`config.mk`:
```
export PLATFORM = sky130hd
export DESIGN_NAME = lowest_free_page_allocator_top
export DESIGN_NICKNAME = d
export VERILOG_FILES = /design/src/lfpa_pkg.sv /design/src/lowest_free_page_allocator_top.sv /design/src/lfpa_dpath.sv /design/src/lfpa_ctrl.sv
export SDC_FILE = /design/constraint.sdc
export NUM_CORES = 2
export LEC_CHECK = 0
export ABC_AREA = 1
export BUFFER_PORTS_ARGS = -buffer_cell sky130_fd_sc_hd__buf_2
export CAP_MARGIN = 0
export CORE_ASPECT_RATIO = 1.1
export CORE_MARGIN = 2
export CORE_UTILIZATION = 57
export CTS_CLUSTER_DIAMETER = 50
export DETAILED_ROUTE_END_ITERATION = 8
export PLACE_DENSITY = 0.72
export SLEW_MARGIN = 0
export SYNTH_ARGS = -nofsm -noshare
export SYNTH_HDL_FRONTEND = slang
export SYNTH_HIERARCHICAL = 1
export SYNTH_SLANG_ARGS = --single-unit
```
`constraint.sdc`:
```
create_clock -name clk_i -period 6.68 [get_ports clk_i]
set_input_delay 0.334 -clock clk_i [delete_from_list [all_inputs] [get_ports clk_i]]
set_output_delay 0.334 -clock clk_i [all_outputs]
set_load 0.01 [all_outputs]
```
`src/lfpa_pkg.sv`:
```
// Shared types and constants for the lowest-free page allocator.
package lfpa_pkg;

  localparam int PoolPages  = 1024;
  localparam int MaxRequest = 64;
  localparam int RowBits    = 32;
  localparam int Rows       = PoolPages / RowBits;
  localparam int BitW       = $clog2(RowBits);
  localparam int RowW       = $clog2(Rows);
  localparam int PageW      = 10;
  localparam int CountW     = 7;
  localparam int FreeW      = 11;

  typedef enum logic [1:0] {
    ST_OK           = 2'd0,
    ST_NOSPACE      = 2'd1,
    ST_ZERO         = 2'd2,
    ST_ALREADY_FREE = 2'd3
  } status_e;

  typedef enum logic {
    ACT_ALLOC = 1'b0,
    ACT_FREE  = 1'b1
  } action_e;

  typedef struct packed {
    logic              action;
    logic [CountW-1:0] page_count;
    logic [PageW-1:0]  page_number;
  } req_t;

  typedef struct packed {
    logic [1:0]       status;
    logic [PageW-1:0] granted_page;
    logic             last;
    logic [FreeW-1:0] pages_free;
  } rsp_t;

  // controller -> datapath
  typedef struct packed {
    logic    capture;
    logic    scan_init;
    logic    load_word;
    logic    next_row;
    logic    emit;
    status_e emit_status;
    logic    grant;
    logic    free_commit;
  } cmd_t;

  // datapath -> controller
  typedef struct packed {
    logic is_free;
    logic count_zero;
    logic lacks_pages;
    logic word_full;
    logic free_hit;
    logic grant_last;
    logic out_free;
  } sts_t;

endpackage

```
`src/lowest_free_page_allocator_top.sv`:
```
// Allocate: after accept, decide and load bitmap row 0; then one page per cycle while
// the output is not stalled, plus a row write-back and reload per full 32-page row.
// Free requests: one result, after the page's row is loaded; zero-size and no-space: one result.
// One request at a time; the next is accepted the cycle after the last result is loaded.
// Reset: every page free, pool count full; bitmap rows read as free until first written,
// so there is no clearing pass.
module lowest_free_page_allocator_top (
  input  logic           clk_i,
  input  logic           rst_ni,
  input  logic           in_valid_i,
  output logic           in_stall_o,
  input  lfpa_pkg::req_t in_data_i,
  output logic           out_valid_o,
  input  logic           out_stall_i,
  output lfpa_pkg::rsp_t out_data_o
);

  lfpa_pkg::cmd_t cmd;
  lfpa_pkg::sts_t sts;

  lfpa_ctrl u_ctrl (
    .clk_i      (clk_i),
    .rst_ni     (rst_ni),
    .in_valid_i (in_valid_i),
    .in_stall_o (in_stall_o),
    .sts_i      (sts),
    .cmd_o      (cmd)
  );

  lfpa_dpath u_dpath (
    .clk_i       (clk_i),
    .rst_ni      (rst_ni),
    .in_data_i   (in_data_i),
    .cmd_i       (cmd),
    .out_stall_i (out_stall_i),
    .sts_o       (sts),
    .out_valid_o (out_valid_o),
    .out_data_o  (out_data_o)
  );

endmodule

```
`src/lfpa_dpath.sv`:
```
// Datapath: bitmap row memory, row/word scan registers, free count, result register.
module lfpa_dpath (
  input  logic          clk_i,
  input  logic          rst_ni,
  input  lfpa_pkg::req_t in_data_i,
  input  lfpa_pkg::cmd_t cmd_i,
  input  logic          out_stall_i,
  output lfpa_pkg::sts_t sts_o,
  output logic          out_valid_o,
  output lfpa_pkg::rsp_t out_data_o
);

  localparam int RowBits = lfpa_pkg::RowBits;
  localparam int RowW    = lfpa_pkg::RowW;
  localparam int BitW    = lfpa_pkg::BitW;
  localparam int FreeW   = lfpa_pkg::FreeW;
  localparam int CountW  = lfpa_pkg::CountW;
  localparam int PageW   = lfpa_pkg::PageW;

  logic [RowBits-1:0] mem [lfpa_pkg::Rows];
  logic [lfpa_pkg::Rows-1:0] row_valid_q;

  lfpa_pkg::req_t     req_q;
  logic [RowW-1:0]    row_q, row_d;
  logic [CountW-1:0]  got_q, got_d;
  logic [RowBits-1:0] word_q, word_d;
  logic [FreeW-1:0]   free_total_q, free_total_d;
  logic               out_valid_q, out_valid_d;
  lfpa_pkg::rsp_t     out_q, out_d;
  logic [RowBits-1:0] rd_q;
  logic               rdv_q;

  logic [RowW-1:0]    raddr, waddr, page_row;
  logic [BitW-1:0]    page_bit, zero_idx;
  logic [RowBits-1:0] wdata, zero_mask, page_mask;
  logic               we, page_oob, grant_last, out_free;

  assign page_row  = req_q.page_number[PageW-1:BitW];
  assign page_bit  = req_q.page_number[BitW-1:0];
  assign page_mask = RowBits'(1) << page_bit;
  assign zero_mask = RowBits'(1) << zero_idx;
  assign page_oob  = {1'b0, req_q.page_number} >= FreeW'(lfpa_pkg::PoolPages);
  assign grant_last = (got_q + CountW'(1)) == req_q.page_count;
  assign out_free  = !out_valid_q || !out_stall_i;

  // lowest clear bit of the held row
  always_comb begin
    zero_idx = '0;
    for (int i = RowBits - 1; i >= 0; i--) begin
      if (!word_q[i]) zero_idx = BitW'(i);
    end
  end

  always_comb begin
    sts_o.is_free     = req_q.action == lfpa_pkg::ACT_FREE;
    sts_o.count_zero  = req_q.page_count == '0;
    sts_o.lacks_pages = (req_q.page_count > CountW'(lfpa_pkg::MaxRequest)) ||
                        (FreeW'(req_q.page_count) > free_total_q);
    sts_o.word_full   = &word_q;
    sts_o.free_hit    = !page_oob && word_q[page_bit];
    sts_o.grant_last  = grant_last;
    sts_o.out_free    = out_free;
  end

  // memory port selection
  always_comb begin
    if (cmd_i.scan_init) begin
      raddr = '0;
    end else if (cmd_i.next_row) begin
      raddr = row_q + RowW'(1);
    end else begin
      raddr = page_row;
    end
    we    = 1'b0;
    waddr = row_q;
    wdata = word_q;
    if (cmd_i.next_row) begin
      we = 1'b1;
    end else if (cmd_i.grant && grant_last) begin
      we    = 1'b1;
      wdata = word_q | zero_mask;
    end else if (cmd_i.free_commit) begin
      we    = 1'b1;
      waddr = page_row;
      wdata = word_q & ~page_mask;
    end
  end

  always_ff @(posedge clk_i) begin
    if (we) mem[waddr] <= wdata;
    rd_q <= mem[raddr];
  end

  // rows never written read as all free
  always_ff @(posedge clk_i or negedge rst_ni) begin
    if (!rst_ni) begin
      row_valid_q <= '0;
      rdv_q       <= 1'b0;
    end else begin
      if (we) row_valid_q[waddr] <= 1'b1;
      rdv_q <= row_valid_q[raddr];
    end
  end

  always_comb begin
    row_d        = row_q;
    got_d        = got_q;
    word_d       = word_q;
    free_total_d = free_total_q;
    out_valid_d  = out_valid_q;
    out_d        = out_q;
    if (cmd_i.scan_init) begin
      row_d        = '0;
      got_d        = '0;
      free_total_d = free_total_q - FreeW'(req_q.page_count);
    end
    if (cmd_i.next_row) row_d = row_q + RowW'(1);
    if (cmd_i.load_word) word_d = rdv_q ? rd_q : '0;
    if (cmd_i.grant) begin
      got_d  = got_q + CountW'(1);
      word_d = word_q | zero_mask;
    end
    if (cmd_i.free_commit) free_total_d = free_total_q + FreeW'(1);
    if (cmd_i.emit) begin
      out_valid_d        = 1'b1;
      out_d.status       = cmd_i.emit_status;
      out_d.granted_page = cmd_i.grant ? {row_q, zero_idx} : '0;
      out_d.last         = cmd_i.grant ? grant_last : 1'b1;
      out_d.pages_free   = free_total_d;
    end else if (!out_stall_i) begin
      out_valid_d = 1'b0;
    end
  end

  always_ff @(posedge clk_i or negedge rst_ni) begin
    if (!rst_ni) begin
      free_total_q <= FreeW'(lfpa_pkg::PoolPages);
      out_valid_q  <= 1'b0;
    end else begin
      free_total_q <= free_total_d;
      out_valid_q  <= out_valid_d;
    end
  end

  always_ff @(posedge clk_i) begin
    if (cmd_i.capture) req_q <= in_data_i;
    row_q  <= row_d;
    got_q  <= got_d;
    word_q <= word_d;
    out_q  <= out_d;
  end

  assign out_valid_o = out_valid_q;
  assign out_data_o  = out_q;

endmodule

```
`src/lfpa_ctrl.sv`:
```
// Controller: request sequencing state machine for the page allocator.
module lfpa_ctrl (
  input  logic           clk_i,
  input  logic           rst_ni,
  input  logic           in_valid_i,
  output logic           in_stall_o,
  input  lfpa_pkg::sts_t sts_i,
  output lfpa_pkg::cmd_t cmd_o
);

  typedef enum logic [5:0] {
    S_IDLE    = 6'b000001,
    S_DECIDE  = 6'b000010,
    S_LOAD    = 6'b000100,
    S_SCAN    = 6'b001000,
    S_FREE_LD = 6'b010000,
    S_FREE    = 6'b100000
  } state_e;

  state_e state_q, state_d;

  assign in_stall_o = state_q != S_IDLE;

  always_comb begin
    state_d           = state_q;
    cmd_o             = '0;
    cmd_o.emit_status = lfpa_pkg::ST_OK;
    unique case (state_q)
      S_IDLE: begin
        if (in_valid_i) begin
          cmd_o.capture = 1'b1;
          state_d       = S_DECIDE;
        end
      end
      S_DECIDE: begin
        priority if (sts_i.is_free) begin
          state_d = S_FREE_LD;
        end else if (sts_i.count_zero) begin
          if (sts_i.out_free) begin
            cmd_o.emit        = 1'b1;
            cmd_o.emit_status = lfpa_pkg::ST_ZERO;
            state_d           = S_IDLE;
          end
        end else if (sts_i.lacks_pages) begin
          if (sts_i.out_free) begin
            cmd_o.emit        = 1'b1;
            cmd_o.emit_status = lfpa_pkg::ST_NOSPACE;
            state_d           = S_IDLE;
          end
        end else begin
          cmd_o.scan_init = 1'b1;
          state_d         = S_LOAD;
        end
      end
      S_LOAD: begin
        cmd_o.load_word = 1'b1;
        state_d         = S_SCAN;
      end
      S_SCAN: begin
        if (sts_i.word_full) begin
          // row exhausted: write it back and fetch the next one
          cmd_o.next_row = 1'b1;
          state_d        = S_LOAD;
        end else if (sts_i.out_free) begin
          cmd_o.emit  = 1'b1;
          cmd_o.grant = 1'b1;
          if (sts_i.grant_last) state_d = S_IDLE;
        end
      end
      S_FREE_LD: begin
        cmd_o.load_word = 1'b1;
        state_d         = S_FREE;
      end
      S_FREE: begin
        if (sts_i.out_free) begin
          cmd_o.emit = 1'b1;
          if (sts_i.free_hit) begin
            cmd_o.free_commit = 1'b1;
          end else begin
            cmd_o.emit_status = lfpa_pkg::ST_ALREADY_FREE;
          end
          state_d = S_IDLE;
        end
      end
      default: state_d = S_IDLE;
    endcase
  end

  always_ff @(posedge clk_i or negedge rst_ni) begin
    if (!rst_ni) begin
      state_q <= S_IDLE;
    end else begin
      state_q <= state_d;
    end
  end

endmodule
```
==> flow_metrics.env <==
export IMPL_final_cells=5105
export IMPL_yosysWarnings=6
export IMPL_port_buffers=47
export IMPL_coreArea_um2=84900
export IMPL_rr_worst_depth=21
export IMPL_dp_cells=4866
export IMPL_clkLatencyLatePin_ps=710
export IMPL_crit_chain="inv_1 -> nor3_1 -> nand2_1 -> nor2_1 -> inv_1 -> nor3_1 -> inv_1 -> nand4_1 -> inv_1 -> nand2_1 -> inv_1 -> buf_4 -> clkinv_1 -> nor2_4 -> inv_2 -> nand3_2 -> nand2_1 -> o21ai_1 -> nand3_1 -> nor2_4 -> buf_12"
export IMPL_synth_top_flop_cell="edfxtp_1"
export IMPL_layout_common_cells="edfxtp_1 (1,110), nor2_1 (789), o21ai_0 (305), nand2_1 (267), o311ai_0 (138)"
export IMPL_vias=32600
export IMPL_drt_iter0_markers=4341
export IMPL_path_buf_inv=9
export IMPL_remaining_drc_errors=0
export IMPL_wl_um=133000
export IMPL_area_growth_pct=12.6
export IMPL_fin_crit_sh_pct=91.2
export IMPL_cts_tree="built"
export IMPL_cp_endpoint="u_dpath/mem[26][9]"
export IMPL_wl_per_cell_um=26.1
export IMPL_r2r_slack_ps=580
export IMPL_cts_resized=0
export IMPL_slew_viol_final=0
export IMPL_grt_max_degree=172
export IMPL_ys_seq_area_share_pct=72.1
export IMPL_synth_seq_cells=1193
export IMPL_max_cap_viol_count=0
export IMPL_rows=112
export IMPL_globalplace_congestion=1.00
export IMPL_criticalPathCategory="register to register"
export IMPL_cp_data_required_time_ps=7070
export IMPL_grt_use_total_pct=29.9
export IMPL_die_height_um=311
export IMPL_yosys_area_top_type_share_pct=68.2
export IMPL_p_leak_uw=0.0184
export IMPL_multiInputGateArea_um2=12500
export IMPL_antenna_found_initial=1
export IMPL_worstSetupStartpointType="register"
export IMPL_start_util_pct=57.6
export IMPL_reg2reg_from="u_dpath/word_q[3]"
export IMPL_startpoint="u_dpath/word_q[3]"
export IMPL_clockRootBuffer="clkbuf_16"
export IMPL_dieArea_um2=88100
export IMPL_tns_ps=0
export IMPL_synth_edff_count=1110
export IMPL_synth_async_reset_ratio_pct=4.27
export IMPL_synthTopCellsByArea="edfxtp_1 (68%), nor2_1 (6.3%), o21ai_0 (3.1%)"
export IMPL_numCtsBuffers=115
export IMPL_max_freq_ghz=0.164
export IMPL_drive_gt1_share_pct=11.0
export IMPL_endpoint_kind="register"
export IMPL_relSlewSlack_pct=10.4
export IMPL_syn_cell_area_um2=48900
export IMPL_max_stage_delay_ps=1010
export IMPL_worstMarginPinSlew_ps=1340
export IMPL_overflow=0
export IMPL_nFillCells=6116
export IMPL_vdd_ir_drop_max_uv=293
export IMPL_numClockSinks=1193
export IMPL_io_pins=48
export IMPL_cp_top_family="simple AND/OR/NAND/NOR gates"
export IMPL_fin_nets=3898
export IMPL_clk_pin_slew_ps=60
export IMPL_path_common_cell="inv_1"
export IMPL_route_antenna_remaining_nets=0
export IMPL_grt_pass1_vias=31000
export IMPL_setup_viol=0
export IMPL_final_hold_viol_count=0
export IMPL_rsz0062_at_grt="false"
export IMPL_fin_crit_ps=6100
export IMPL_regArea_um2=35300
export IMPL_crit_fanout=36
export IMPL_post_cts_buffers=0
export IMPL_firstDrtPassIters=6
export IMPL_synthCells=3833
export IMPL_hpwl_um=71200
export IMPL_p_per_area_nw_per_um2=341
export IMPL_final_common_cell="edfxtp_1"
export IMPL_syn_nets=3866
export IMPL_final_util_pct=64.9
export IMPL_grt_pass1_wl_um=197000
export IMPL_cts_htree_levels=3
export IMPL_path_depth=21
export IMPL_synth_cell_types=58
export IMPL_clock_path_buffers=3
export IMPL_routed_via_density=6.39
export IMPL_finClkSkew_ps=31.1
export IMPL_arrival_ps=6490
export IMPL_synth_top_area_cell="edfxtp_1"
export IMPL_status="finished, final reports clean"
export IMPL_r2r_end="u_dpath/mem[26][9]"
export IMPL_hp_class="primary input to async pin"
export IMPL_die_w_um=283
export IMPL_syn_avg_cell_area_um2=12.8
export IMPL_cp_slowest_cell="nor2_4"
-- cells in the mapped netlist, types with 32 or more instances --
cell type,instances
inv_1,119
clkbuf_1,208
dfxtp_1,32
o21a_1,129
a21oi_1,75
o21ai_0,306
o32ai_1,128
o311ai_0,138
edfxtp_1,1110
o211ai_1,136
nor2_1,824
dfrtp_1,49
nand2_1,267
a31oi_1,38
-- sequential cells by signal, summed over array words and instances (netlist names), 5 cells and up --
name / cells
u_ctrl/state_q: 6
u_dpath/free_total_q: 11
u_dpath/got_q: 7
u_dpath/mem: 1024
u_dpath/out_data_o: 24
u_dpath/page_bit: 5
u_dpath/page_row: 5
u_dpath/rd_q: 32
u_dpath/req_q: 7
u_dpath/row_q: 5
u_dpath/row_valid_q: 32
u_dpath/word_q: 32
-- logic make-up after synthesis --
| kind of cell | Yosys count | share of synthesized area, % |
|---|---|---|
| flops | 1193 | 72.1 |
| xor+xnor | 21 | 0.376 |
| fa+ha+maj | 11 | 0.297 |
| simple gates | 1233 | 10.2 |
| buf+inv | 385 | 3.10 |
| compound gates | 990 | 13.9 |
-- worst reg2reg max path, cell delays in order, from the launching register on --
cell and delay [ps]:
edfxtp_1 500, inv_1 130, nor3_1 80, nand2_1 80
nor2_1 40, inv_1 70, nor3_1 80, inv_1 80
nand4_1 170, inv_1 90, nand2_1 70, inv_1 60
buf_4 410, clkinv_1 810, nor2_4 520, inv_2 210
nand3_2 210, nand2_1 70, o21ai_1 130, nand3_1 670
nor2_4 1020, buf_12 290
-- power breakdown --
| part | internal, uW | leakage, uW | switching (uW) | total, uW |
|---|---|---|---|---|
| clock | 3610 | 0.00184 | 2790 | 6400 |
| sequential | 8540 | 0.0110 | 208 | 8750 |
| combinational | 1110 | 0.00562 | 2530 | 3640 |
-- timing repair --
item	in CTS	in global routing
hold buffers	21	0
endpoints found under the hold margin	69	0
endpoints found under the setup margin	0	0
-- area by class of cell --
class / instances / share of cell area (%)
clock inverters: 63 / 1.16
multi-input cells: 2255 / 22.7
flip-flops and latches: 1193 / 64.0
inverters: 128 / 0.897
diodes: 1 / 0.00454
repair buffers: 172 / 3.01
clock buffers: 153 / 5.65
well taps: 1140 / 2.59
-- through the flow --
step | total power [uW] | hold WS (ps) | worst slack, ps | instance area [um^2]
2_1_floorplan | 11200 | 38.4 | 2250 | 48900
3_3_place_gp | 12400 | 443 | 692 | 51100
3_5_place_dp | 12500 | 445 | 694 | 51100
4_1_cts | 18800 | 325 | 672 | 55000
5_1_grt | 19500 | 350 | 202 | 55100
6_report | 18800 | 333 | 585 | 55100
-- how the worst min path moves through the flow --
stage / from / endpoint / slack, ps / cells after the start
finish: rst_ni / u_dpath/free_total_q[6] / 330 / 3
CTS: in_data_i[17] / u_dpath/sts_o[6] / 320 / 2
floorplan: rst_ni / u_ctrl/state_q[1] / 40 / 0
global placement: u_dpath/row_valid_q[18] / u_dpath/row_valid_q[18] / 440 / 1
detailed placement: u_dpath/row_valid_q[3] / u_dpath/row_valid_q[3] / 440 / 2
global route: in_data_i[14] / u_dpath/req_q[14] / 350 / 2
-- routing by layer --
metal  vias to the layer above  share of wire, %  GRT usage [%]  routed length, um
li1                      14300                 -              -                  -
met2                      1852                46           46.6              61700
met3                       330               9.8           4.47              13000
met4                         0               4.5           13.4               6000
met5                         -                 0              0                  0
met1                     16100                39           42.3              52300
Power figures use the tool's default switching activity.
